===== src/btrs_pkg.sv =====
// Shared constants, types and command codes of the binary trie rank/select unit.
package btrs_pkg;

  // Sizing of the trie and of the entry pool
  localparam int unsigned MAX_ENTRIES = 4096;
  localparam int unsigned KEY_BITS    = 31;
  localparam int unsigned NODE_COUNT  = 131072;
  localparam int unsigned ID_BITS     = 16;

  localparam int unsigned NODE_W = $clog2(NODE_COUNT);
  localparam int unsigned LINK_W = $clog2(MAX_ENTRIES + 1);
  localparam int unsigned SLOT_W = $clog2(MAX_ENTRIES);
  localparam int unsigned CNT_W  = LINK_W;
  localparam int unsigned LVL_W  = $clog2(KEY_BITS);
  localparam int unsigned MISS_W = $clog2(KEY_BITS + 1);
  localparam int unsigned POS_W  = 13;
  localparam int unsigned RANK_W = 13;
  localparam int unsigned STAT_W = 2;

  typedef enum logic [1:0] {
    CMD_INSERT = 2'd0,
    CMD_REMOVE = 2'd1,
    CMD_RANK   = 2'd2,
    CMD_KTH    = 2'd3
  } cmd_e;

  typedef enum logic [STAT_W-1:0] {
    RES_OK     = 2'd0,
    RES_ABSENT = 2'd1,
    RES_FULL   = 2'd2
  } res_e;

  // Micro-operations issued by the controller
  typedef enum logic [4:0] {
    OP_NONE   = 5'd0,
    OP_INIT   = 5'd1,
    OP_LOAD   = 5'd2,
    OP_SCAN   = 5'd3,
    OP_CHECK  = 5'd4,
    OP_POP    = 5'd5,
    OP_BSTART = 5'd6,
    OP_BUILD  = 5'd7,
    OP_LEAF   = 5'd8,
    OP_TAIL   = 5'd9,
    OP_FIND   = 5'd10,
    OP_LFIND  = 5'd11,
    OP_SRCH   = 5'd12,
    OP_FREE   = 5'd13,
    OP_DSTART = 5'd14,
    OP_DEC    = 5'd15,
    OP_DLEAF  = 5'd16,
    OP_KTOP   = 5'd17,
    OP_KA     = 5'd18,
    OP_KB     = 5'd19,
    OP_KLEAF  = 5'd20,
    OP_KWALK  = 5'd21,
    OP_DONE   = 5'd22
  } op_e;

  // One trie node as stored in the node memory
  typedef struct packed {
    logic [LINK_W-1:0] head;
    logic [NODE_W-1:0] right;
    logic [NODE_W-1:0] left;
    logic [CNT_W-1:0]  count;
  } node_t;

  typedef struct packed {
    op_e op;
  } dp_ctrl_t;

  typedef struct packed {
    cmd_e cmd;
    logic lvl_zero;
    logic child_zero;
    logic pool_full;
    logic free_avail;
    logic head_zero;
    logic id_match;
    logic link_end;
    logic steps_zero;
    logic pos_bad;
    logic k_bad;
    logic pick_null;
    logic out_free;
  } dp_stat_t;

endpackage


===== src/btrs_ctrl.sv =====
// Sequencing state machine of the binary trie rank/select unit.
module btrs_ctrl (
  input  logic              clk_i,
  input  logic              rst_ni,
  input  logic              s_valid_i,
  input  btrs_pkg::cmd_e    s_cmd_i,
  output logic              s_ready_o,
  input  btrs_pkg::dp_stat_t stat_i,
  output btrs_pkg::dp_ctrl_t ctrl_o
);
  import btrs_pkg::*;

  typedef enum logic [22:0] {
    ST_INIT   = 23'h000001,
    ST_IDLE   = 23'h000002,
    ST_SCAN   = 23'h000004,
    ST_CHECK  = 23'h000008,
    ST_POP    = 23'h000010,
    ST_BSTART = 23'h000020,
    ST_BUILD  = 23'h000040,
    ST_LEAF   = 23'h000080,
    ST_TAIL   = 23'h000100,
    ST_FIND   = 23'h000200,
    ST_LFIND  = 23'h000400,
    ST_SRCH   = 23'h000800,
    ST_FREE   = 23'h001000,
    ST_DSTART = 23'h002000,
    ST_DEC    = 23'h004000,
    ST_DLEAF  = 23'h008000,
    ST_KTOP   = 23'h010000,
    ST_KA     = 23'h020000,
    ST_KB     = 23'h040000,
    ST_KLEAF  = 23'h080000,
    ST_KWALK  = 23'h100000,
    ST_DONE   = 23'h200000,
    ST_SPARE  = 23'h400000
  } state_e;

  state_e state_q, state_d;

  assign s_ready_o = (state_q == ST_IDLE);

  // Next state
  always_comb begin
    state_d = state_q;
    case (state_q)
      ST_INIT:   state_d = ST_IDLE;
      ST_IDLE: begin
        if (s_valid_i) begin
          case (s_cmd_i)
            CMD_INSERT: state_d = ST_SCAN;
            CMD_KTH:    state_d = ST_KTOP;
            default:    state_d = ST_FIND;
          endcase
        end
      end
      ST_SCAN:   if (stat_i.child_zero || stat_i.lvl_zero) state_d = ST_CHECK;
      ST_CHECK: begin
        if (stat_i.pool_full) state_d = ST_DONE;
        else if (stat_i.free_avail) state_d = ST_POP;
        else state_d = ST_BSTART;
      end
      ST_POP:    state_d = ST_BSTART;
      ST_BSTART: state_d = ST_BUILD;
      ST_BUILD:  if (stat_i.lvl_zero) state_d = ST_LEAF;
      ST_LEAF:   state_d = stat_i.head_zero ? ST_DONE : ST_TAIL;
      ST_TAIL:   if (stat_i.link_end) state_d = ST_DONE;
      ST_FIND: begin
        if (stat_i.child_zero) state_d = ST_DONE;
        else if (stat_i.lvl_zero) state_d = ST_LFIND;
      end
      ST_LFIND:  state_d = stat_i.head_zero ? ST_DONE : ST_SRCH;
      ST_SRCH: begin
        if (stat_i.id_match) state_d = (stat_i.cmd == CMD_RANK) ? ST_DONE : ST_FREE;
        else if (stat_i.link_end) state_d = ST_DONE;
      end
      ST_FREE:   state_d = ST_DSTART;
      ST_DSTART: state_d = ST_DEC;
      ST_DEC:    if (stat_i.lvl_zero) state_d = ST_DLEAF;
      ST_DLEAF:  state_d = ST_DONE;
      ST_KTOP:   state_d = stat_i.pos_bad ? ST_DONE : ST_KB;
      ST_KA:     state_d = ST_KB;
      ST_KB: begin
        if (stat_i.pick_null) state_d = ST_DONE;
        else state_d = stat_i.lvl_zero ? ST_KLEAF : ST_KA;
      end
      ST_KLEAF:  state_d = stat_i.k_bad ? ST_DONE : ST_KWALK;
      ST_KWALK:  if (stat_i.steps_zero || stat_i.link_end) state_d = ST_DONE;
      ST_DONE:   if (stat_i.out_free) state_d = ST_IDLE;
      default:   state_d = ST_IDLE;
    endcase
  end

  // Operation for the datapath
  always_comb begin
    case (state_q)
      ST_INIT:   ctrl_o.op = OP_INIT;
      ST_IDLE:   ctrl_o.op = s_valid_i ? OP_LOAD : OP_NONE;
      ST_SCAN:   ctrl_o.op = OP_SCAN;
      ST_CHECK:  ctrl_o.op = OP_CHECK;
      ST_POP:    ctrl_o.op = OP_POP;
      ST_BSTART: ctrl_o.op = OP_BSTART;
      ST_BUILD:  ctrl_o.op = OP_BUILD;
      ST_LEAF:   ctrl_o.op = OP_LEAF;
      ST_TAIL:   ctrl_o.op = OP_TAIL;
      ST_FIND:   ctrl_o.op = OP_FIND;
      ST_LFIND:  ctrl_o.op = OP_LFIND;
      ST_SRCH:   ctrl_o.op = OP_SRCH;
      ST_FREE:   ctrl_o.op = OP_FREE;
      ST_DSTART: ctrl_o.op = OP_DSTART;
      ST_DEC:    ctrl_o.op = OP_DEC;
      ST_DLEAF:  ctrl_o.op = OP_DLEAF;
      ST_KTOP:   ctrl_o.op = OP_KTOP;
      ST_KA:     ctrl_o.op = OP_KA;
      ST_KB:     ctrl_o.op = OP_KB;
      ST_KLEAF:  ctrl_o.op = OP_KLEAF;
      ST_KWALK:  ctrl_o.op = OP_KWALK;
      ST_DONE:   ctrl_o.op = OP_DONE;
      default:   ctrl_o.op = OP_NONE;
    endcase
  end

  // State register
  always_ff @(posedge clk_i or negedge rst_ni) begin
    if (!rst_ni) begin
      state_q <= ST_INIT;
    end else begin
      state_q <= state_d;
    end
  end

endmodule


===== config.mk =====
export PLATFORM = sky130hd
export DESIGN_NAME = btrs_ctrl
export DESIGN_NICKNAME = d
export VERILOG_FILES = /design/src/btrs_pkg.sv /design/src/btrs_ctrl.sv
export SDC_FILE = /design/constraint.sdc
export NUM_CORES = 1
export LEC_CHECK = 0
export BUFFER_PORTS_ARGS = -buffer_cell sky130_fd_sc_hd__buf_2
export CAP_MARGIN = 20
export CORE_ASPECT_RATIO = 0.5
export CORE_MARGIN = 1
export CORE_UTILIZATION = 60
export CTS_CLUSTER_SIZE = 30
export DETAILED_ROUTE_END_ITERATION = 10
export PLACE_DENSITY_LB_ADDON = 0.3
export SLEW_MARGIN = 20
export SYNTH_ARGS = -nofsm -noshare
export SYNTH_HDL_FRONTEND = slang
export SYNTH_SLANG_ARGS = --single-unit

===== constraint.sdc =====
create_clock -name clk_i -period 4.19 [get_ports clk_i]
set_clock_uncertainty 0.2 [all_clocks]
set_input_delay 0 -clock clk_i [delete_from_list [all_inputs] [get_ports clk_i]]
set_output_delay 0 -clock clk_i [all_outputs]
set_load 0.01 [all_outputs]

==> results of run 1 <==
[cell usage in the layout, fill, tap and decap left out, drive strengths merged, types with 7 or more instances in the layout]
cell type    netlist  layout
dfrtp             22      22
inv               12      12
nor3              13      13
nor4              11      11
o21ai              8       8
buf                6      24
nand2             11      11
nand3             10      10
nor2              24      24
dlygate4sd3        0      21
nor2b              7       7
nand4              9       9
[worst register-to-register path: cells and delay by family (launching register included)]
kind                   cells  cell delay, ns
AOI/OAI and AO/OA          2            0.15
buffers and inverters      1            0.56
DFF                        1            0.52
and+or+nand+nor            4            1.71
[final timing paths]
path | start | to | slack [ns]
setup / recovery | state_q[17] | state_q[21] | 0.99
hold / removal | s_cmd_i[0] | state_q[2] | 0.007
setup reg to reg | state_q[17] | state_q[21] | 0.99
hold reg to reg | state_q[2] | state_q[2] | 0.43
max in group asynchronous | rst_ni | state_q[0] | 3.39
min in group asynchronous | rst_ni | state_q[11] | 0.03
[power by group through the flow]
stage,clock (W),combinational (W),sequential [W]
final,0.000148,0.0000902,0.000233
after global routing,0.000157,0.0000965,0.000233
after CTS,0.000149,0.0000874,0.000233
after detailed placement,0,0.0000763,0.000237
after global placement,0,0.0000745,0.000237
after floorplan,0,0.0000476,0.000235
[cell type report]
cell class,instances,area [um^2],area share [%]
Timing Repair Buffer,45,330,14.8
Multi-Input combinational cell,165,1180,53.1
Sequential cell,23,577,25.9
Inverter,13,48.8,2.19
Clock buffer,4,45.0,2.02
Tap cell,37,46.3,2.08
[per-layer routing]
layer	vias up	wire, um	GRT usage [%]
met5	-	0	0
met4	0	159	8.93
met3	30	736	16.7
met2	157	2390	61.0
met1	870	2440	46.7
li1	863	-	-
[through the flow]
stage               instances  hold WS (ns)
finish                    287       0.00738
global route              287        0.0314
CTS                       287       0.00975
detailed placement        262        -0.181
global placement          262        -0.197
floorplan                 208        -0.496
[what timing repair did]
item	in CTS	in global routing
hold buffers	21	0
buffers inserted	0	0
gates resized for setup	0	0
endpoints found under the hold margin	37	0
[cell families after synthesis]
logic type / after synthesis / synth area share (%)
fa+ha+maj: 2 / 1.35
compound gates: 29 / 12.3
buf+inv: 20 / 5.45
simple gates: 122 / 44.8
mux: 3 / 1.62
xor+xnor: 7 / 3.30
other cells: 1 / 0.202
flops: 23 / 31.0
==> key figures, run 1 <==
Run status
  – Status: complete, no violations

Logic synthesis
  – Yosys reg bits: 23
  – Synth top cells by count: nor2_1 (24), dfrtp_1 (22), inv_1 (12), nand2_1 (11), nor3_1 (10)
  – Yosys top cell area share: 29.6%
  – EDFF count, synth: 0
  – Mapped cell area: 1860 um^2
  – Post-Syn Area per Cell: 8.98 um^2
  – Top cells by area, synth: dfrtp_1 (30%), nor4_4 (8.0%), nor2_1 (4.8%)
  – Count leader, synth: nor2_1
  – Seq/Total Area, Yosys: 31.0%
  – Post-synth ARST share: 100%
  – Top FF cell, synth: dfrtp_1
  – Synth Instances: 207
  – Area leader, netlist: dfrtp_1
  – Ys Warns: 0
  – Yosys cell types: 54

Final layout
  – Max FFs per register: 23
  – Diodes inserted: 0
  – Fraction of layout cells with a size suffix above 1: 18.4%
  – Final Cell Area: 2230 um^2
  – Final core utilization: 80.7%
  – Top reg by flops: state_q
  – Top flop regs: state_q (23)
  – Layout fillers: 182
  – Nets: 272
  – Area growth from synthesis to layout: 20.1%

Global route
  – Vias in the first global route: 1708
  – All-Layer GR Usage: 37.4%
  – GR Overflow Total: 0
  – Largest net degree at the start of global routing: 24
  – First-pass GRT wire length: 8550 um
  – Initial antenna violation count: 0

Clocking
  – CTS tree: yes
  – Root buffer cell: clkbuf_8
  – Cts bufs inserted: 3
  – Clock latency on the worst-skew pair: 0.28 ns
  – Sink Count: 23
  – Clk slew on worst S/H paths: 0.09 ns
  – Max clock buf depth: 2
  – H-tree depth: 1

Power
  – Power per cell area: 211 nW/um^2
  – Total Power: 0.000471 W
  – P_sw: 0.000137 W
  – Peak supply drop: 0.132 mV
  – Internal power: 0.000334 W
  – Combinational fraction of design power: 19.2%
  – Leak pwr: 1.01 nW
  – Register share of total power: 49.5%
  – Sw frac: 29.1%
  – Clk pwr share: 31.4%

Job
  – Max_cap viols: 0

Worst setup path
  – Max stage delay on crit path: 0.64 ns
  – Critical path's top delay family: simple AND/OR/NAND/NOR gates
  – R2r worst-path depth: 7
  – Buf/Inv on CP: 1
  – Worst-path cell chain: nor4_4, nand3_1, nor4_1, or4_1, a211oi_1, o22ai_1, dlygate4sd3_1
  – Crit start category: flip-flop
  – Critical Path Stages: 7
  – Required @ worst endpoint: 4.20 ns
  – Slowest CP cell: nor4_4
  – Critical Path Sink Type: flip-flop
  – CP Data Arrival Time: 3.21 ns
  – Setup CP Type: reg2reg
  – Max FO, Critical Path: 10

Min path
  – WHS Path Cells: 5
  – Tightest Hold Check Type: in2reg

Floorplan
  – Die area: 3340 um^2
  – FP Rows: 13
  – IO Count: 25
  – Area of the core: 2770 um^2
  – Starting Density: 67.2%
  – Die Y: 41.4 um
  – Chip width: 80.7 um

Placed design
  – GP Congestion: 0.996
  – PortBufs: 24
  – DP Area: 1980 um^2
  – DP Worst Slack: 1.52 ns
  – DPL Wire Length: 4220 um

Route
  – DR DRC count: 0
  – DRT antenna net count: 0
  – Detailed Route WL: 5730 um
  – Vias: 1920
  – DRT iter0 DRCs: 213
  – Vias/cell: 6.69
  – DR WL/cell: 20.0 um
  – First-pass detailed-route iteration total: 7

STA
  – Max-slew headroom: 54.7%
  – RSZ-0062 raised after global routing: no
  – Fin Setup TNS: 0 ns
  – Final WS setup: 0.993 ns
  – Fin. Hold Viols: 0
  – F_max: 0.313 GHz
  – Max-slew violations: 0
  – Final Setup Violations: 0
  – Worst-Margin Slew: 0.663 ns
  – Period Utilization, post-route: 76.3%
  – Post-layout min period: 3.20 ns
No activity file was read; power rests on OpenSTA's default activity.
==> run 2, diff against run 1 <==
- CORE_UTILIZATION: 60 -> 52
- clock period: 4.19 -> 2.6 ns (I/O delays scaled with it)
==> run 2 against run 1 <==
Net effect: setup slack got worse by 0.94 ns; die area grew 15%; first-iteration DRC count is 2.8% lower; sequential cell count unchanged; global-route usage is 3.0 points lower.
==> key figures, run 2 (synthesis gave the netlist of run 1 again) <==
Route
  – DRT antenna net count: 0 (unchanged)
  – DRT iter0 DRCs: 207 (-2.8%)
  – DR WL/cell: 18.8 um (-5.7%)
  – Detailed Route WL: 6060 um (+5.7%)
  – DR DRC count: 0 (unchanged)
  – Vias: 1984 (+3.3%)
  – Vias/cell: 6.16 (-7.9%)
  – First-pass detailed-route iteration total: 5 (-2)

Floorplan
  – Starting Density: 58.3% (-8.9 points)
  – Area of the core: 3190 um^2 (+15%)
  – Chip width: 86.5 um (+7.2%)
  – Die Y: 44.3 um (+7.1%)
  – Die area: 3830 um^2 (+15%)
  – FP Rows: 14 (+1)
  – IO Count: 25 (unchanged)

STA
  – Worst-Margin Slew: 0.561 ns (-0.102 ns)
  – Max-slew violations: 0 (unchanged)
  – Fin. Hold Viols: 0 (unchanged)
  – Post-layout min period: 2.54 ns (-0.652 ns)
  – Period Utilization, post-route: 97.9% (+22 points)
  – F_max: 0.393 GHz (+26%)
  – Max-slew headroom: 62.1% (+7.4 points)
  – Final WS setup: 0.0556 ns (-0.938 ns)
  – Final Setup Violations: 0 (unchanged)

Worst setup path
  – Max stage delay on crit path: 0.55 ns (-0.09 ns)
  – Worst R2R End: state_q[12]
  – Critical Path Sink Type: flip-flop
  – Max FO, Critical Path: 6 (-4)
  – Crit start category: flip-flop
  – CP Data Arrival Time: 2.55 ns (-0.66 ns)
  – Worst-path cell chain: nor4_4, nand3_2, buf_4, nor2_1, nand3_1, nor3b_2, dlygate4sd3_1
  – Slowest CP cell: dlygate4sd3_1
  – R2R setup slack: 0.06 ns (-0.94 ns)
  – Setup CP Type: reg2reg
  – Required @ worst endpoint: 2.61 ns (-1.59 ns)
  – R2r worst-path depth: 7 (unchanged)
  – Reg2reg start: state_q[1]

Power
  – Peak supply drop: 0.203 mV (+53%)
  – Total Power: 0.000782 W (+66%)
  – Leak pwr: 1.12 nW (+11%)
  – Power per cell area: 319 nW/um^2 (+51%)

Clocking
  – Sink Count: 23 (unchanged)
  – Cts bufs inserted: 3 (unchanged)
  – Clock latency on the worst-skew pair: 0.27 ns (about the same)
  – Max clock buf depth: 2 (unchanged)
  – CTS tree: yes
  – Root buffer cell: clkbuf_8
  – H-tree depth: 1 (unchanged)
  – Clk slew on worst S/H paths: 0.09 ns (about the same)

Final layout
  – Layout fillers: 258 (+42%)
  – Register cell area after layout: 577 um^2 (unchanged)
  – Diodes inserted: 0 (unchanged)
  – Max FFs per register: 23 (unchanged)
  – Final Cell Area: 2450 um^2 (+9.9%)
  – Top flop regs: state_q (23)
  – Final core utilization: 76.9% (-3.8 points)
  – Nets: 296 (+8.8%)
  – Top reg by flops: state_q
  – Most frequent cells in the layout: buf_4 (27), nor2_1 (24), buf_2 (24)
  – Fraction of layout cells with a size suffix above 1: 29.2% (+11 points)
  – Multi-input gate area: 1220 um^2 (+3.0%)
  – Commonest non-fill, non-tap cell in the layout: buf_4
  – Area growth from synthesis to layout: 32.0%

Placed design
  – DP Area: 2180 um^2 (+10%)
  – GP Congestion: 0.933 (-6.4%)
  – DPL Wire Length: 4520 um (+7.0%)
  – DP Worst Slack: 0.135 ns (-1.39 ns)
  – PortBufs: 24 (unchanged)

Global route
  – Largest net degree at the start of global routing: 24 (unchanged)
  – All-Layer GR Usage: 34.4% (-3.0 points)
  – Initial antenna violation count: 0 (unchanged)
  – GR Overflow Total: 0 (unchanged)
  – Vias in the first global route: 1847 (+8.1%)
  – First-pass GRT wire length: 9600 um (+12%)

Min path
  – Tightest Hold Check Type: in2async

Run status
  – Status: complete, no violations

Job
  – Max_cap viols: 0 (unchanged)
==> run 2: worst max path at each step <==
| stage | cells after the start | from | slack, ns | end |
|---|---|---|---|---|
| 6_report | 7 | state_q[1] | 0.06 | state_q[12] |
| 2_1_floorplan | 8 | state_q[8] | 0.40 | state_q[1] |
| 4_1_cts | 9 | state_q[9] | 0.03 | ctrl_o[2] |
| 3_5_place_dp | 8 | state_q[9] | 0.14 | state_q[1] |
| 5_1_grt | 7 | state_q[1] | -0.05 | state_q[12] |
| 3_3_place_gp | 8 | state_q[9] | 0.16 | state_q[1] |
==> run 2: report_power, final <==
group / internal [W] / total (W) / switching, W
Combinational: 0.0000804 / 0.000170 / 0.0000898
Clock: 0.000110 / 0.000236 / 0.000126
Sequential: 0.000364 / 0.000376 / 0.0000115
==> run 2: worst max-delay path, delay by kind of cell (launching register included) <==
kind                   cells  cell delay, ns
buffers and inverters      2            0.76
flip-flops                 1            0.46
AND/OR/NAND/NOR            5            1.06
==> run 2: routing by layer <==
layer | vias to the layer above | track usage [%] | share of wire [%]
met5 | - | 0 | 0
met4 | 0 | 3.00 | 0.79
met3 | 12 | 12.9 | 11
met2 | 101 | 50.0 | 43
met1 | 962 | 50.4 | 45
li1 | 909 | - | -
==> run 2: through the flow <==
step	cells	hold WS (ns)	setup TNS [ns]
after CTS	320	0.0756	0
final	322	0.0707	0
after global placement	298	-0.181	0
after detailed placement	298	-0.171	0
after global routing	322	0.134	-0.0475
after floorplan	208	-0.496	0
==> run 2: final cells by class <==
type / instances / area share (%)
Multi-Input combinational cell: 165 / 49.7
Sequential cell: 23 / 23.5
Timing Repair Buffer: 69 / 20.5
Tap cell: 48 / 2.45
Inverter: 13 / 1.99
Clock buffer: 4 / 1.84
==> run 2: what timing repair did <==
action | CTS | global route
hold buffers | 18 | 0
resized for setup | 0 | 8
buffers inserted | 0 | 2
endpoints found under the setup margin | 0 | 5
endpoints found under the hold margin | 38 | 0
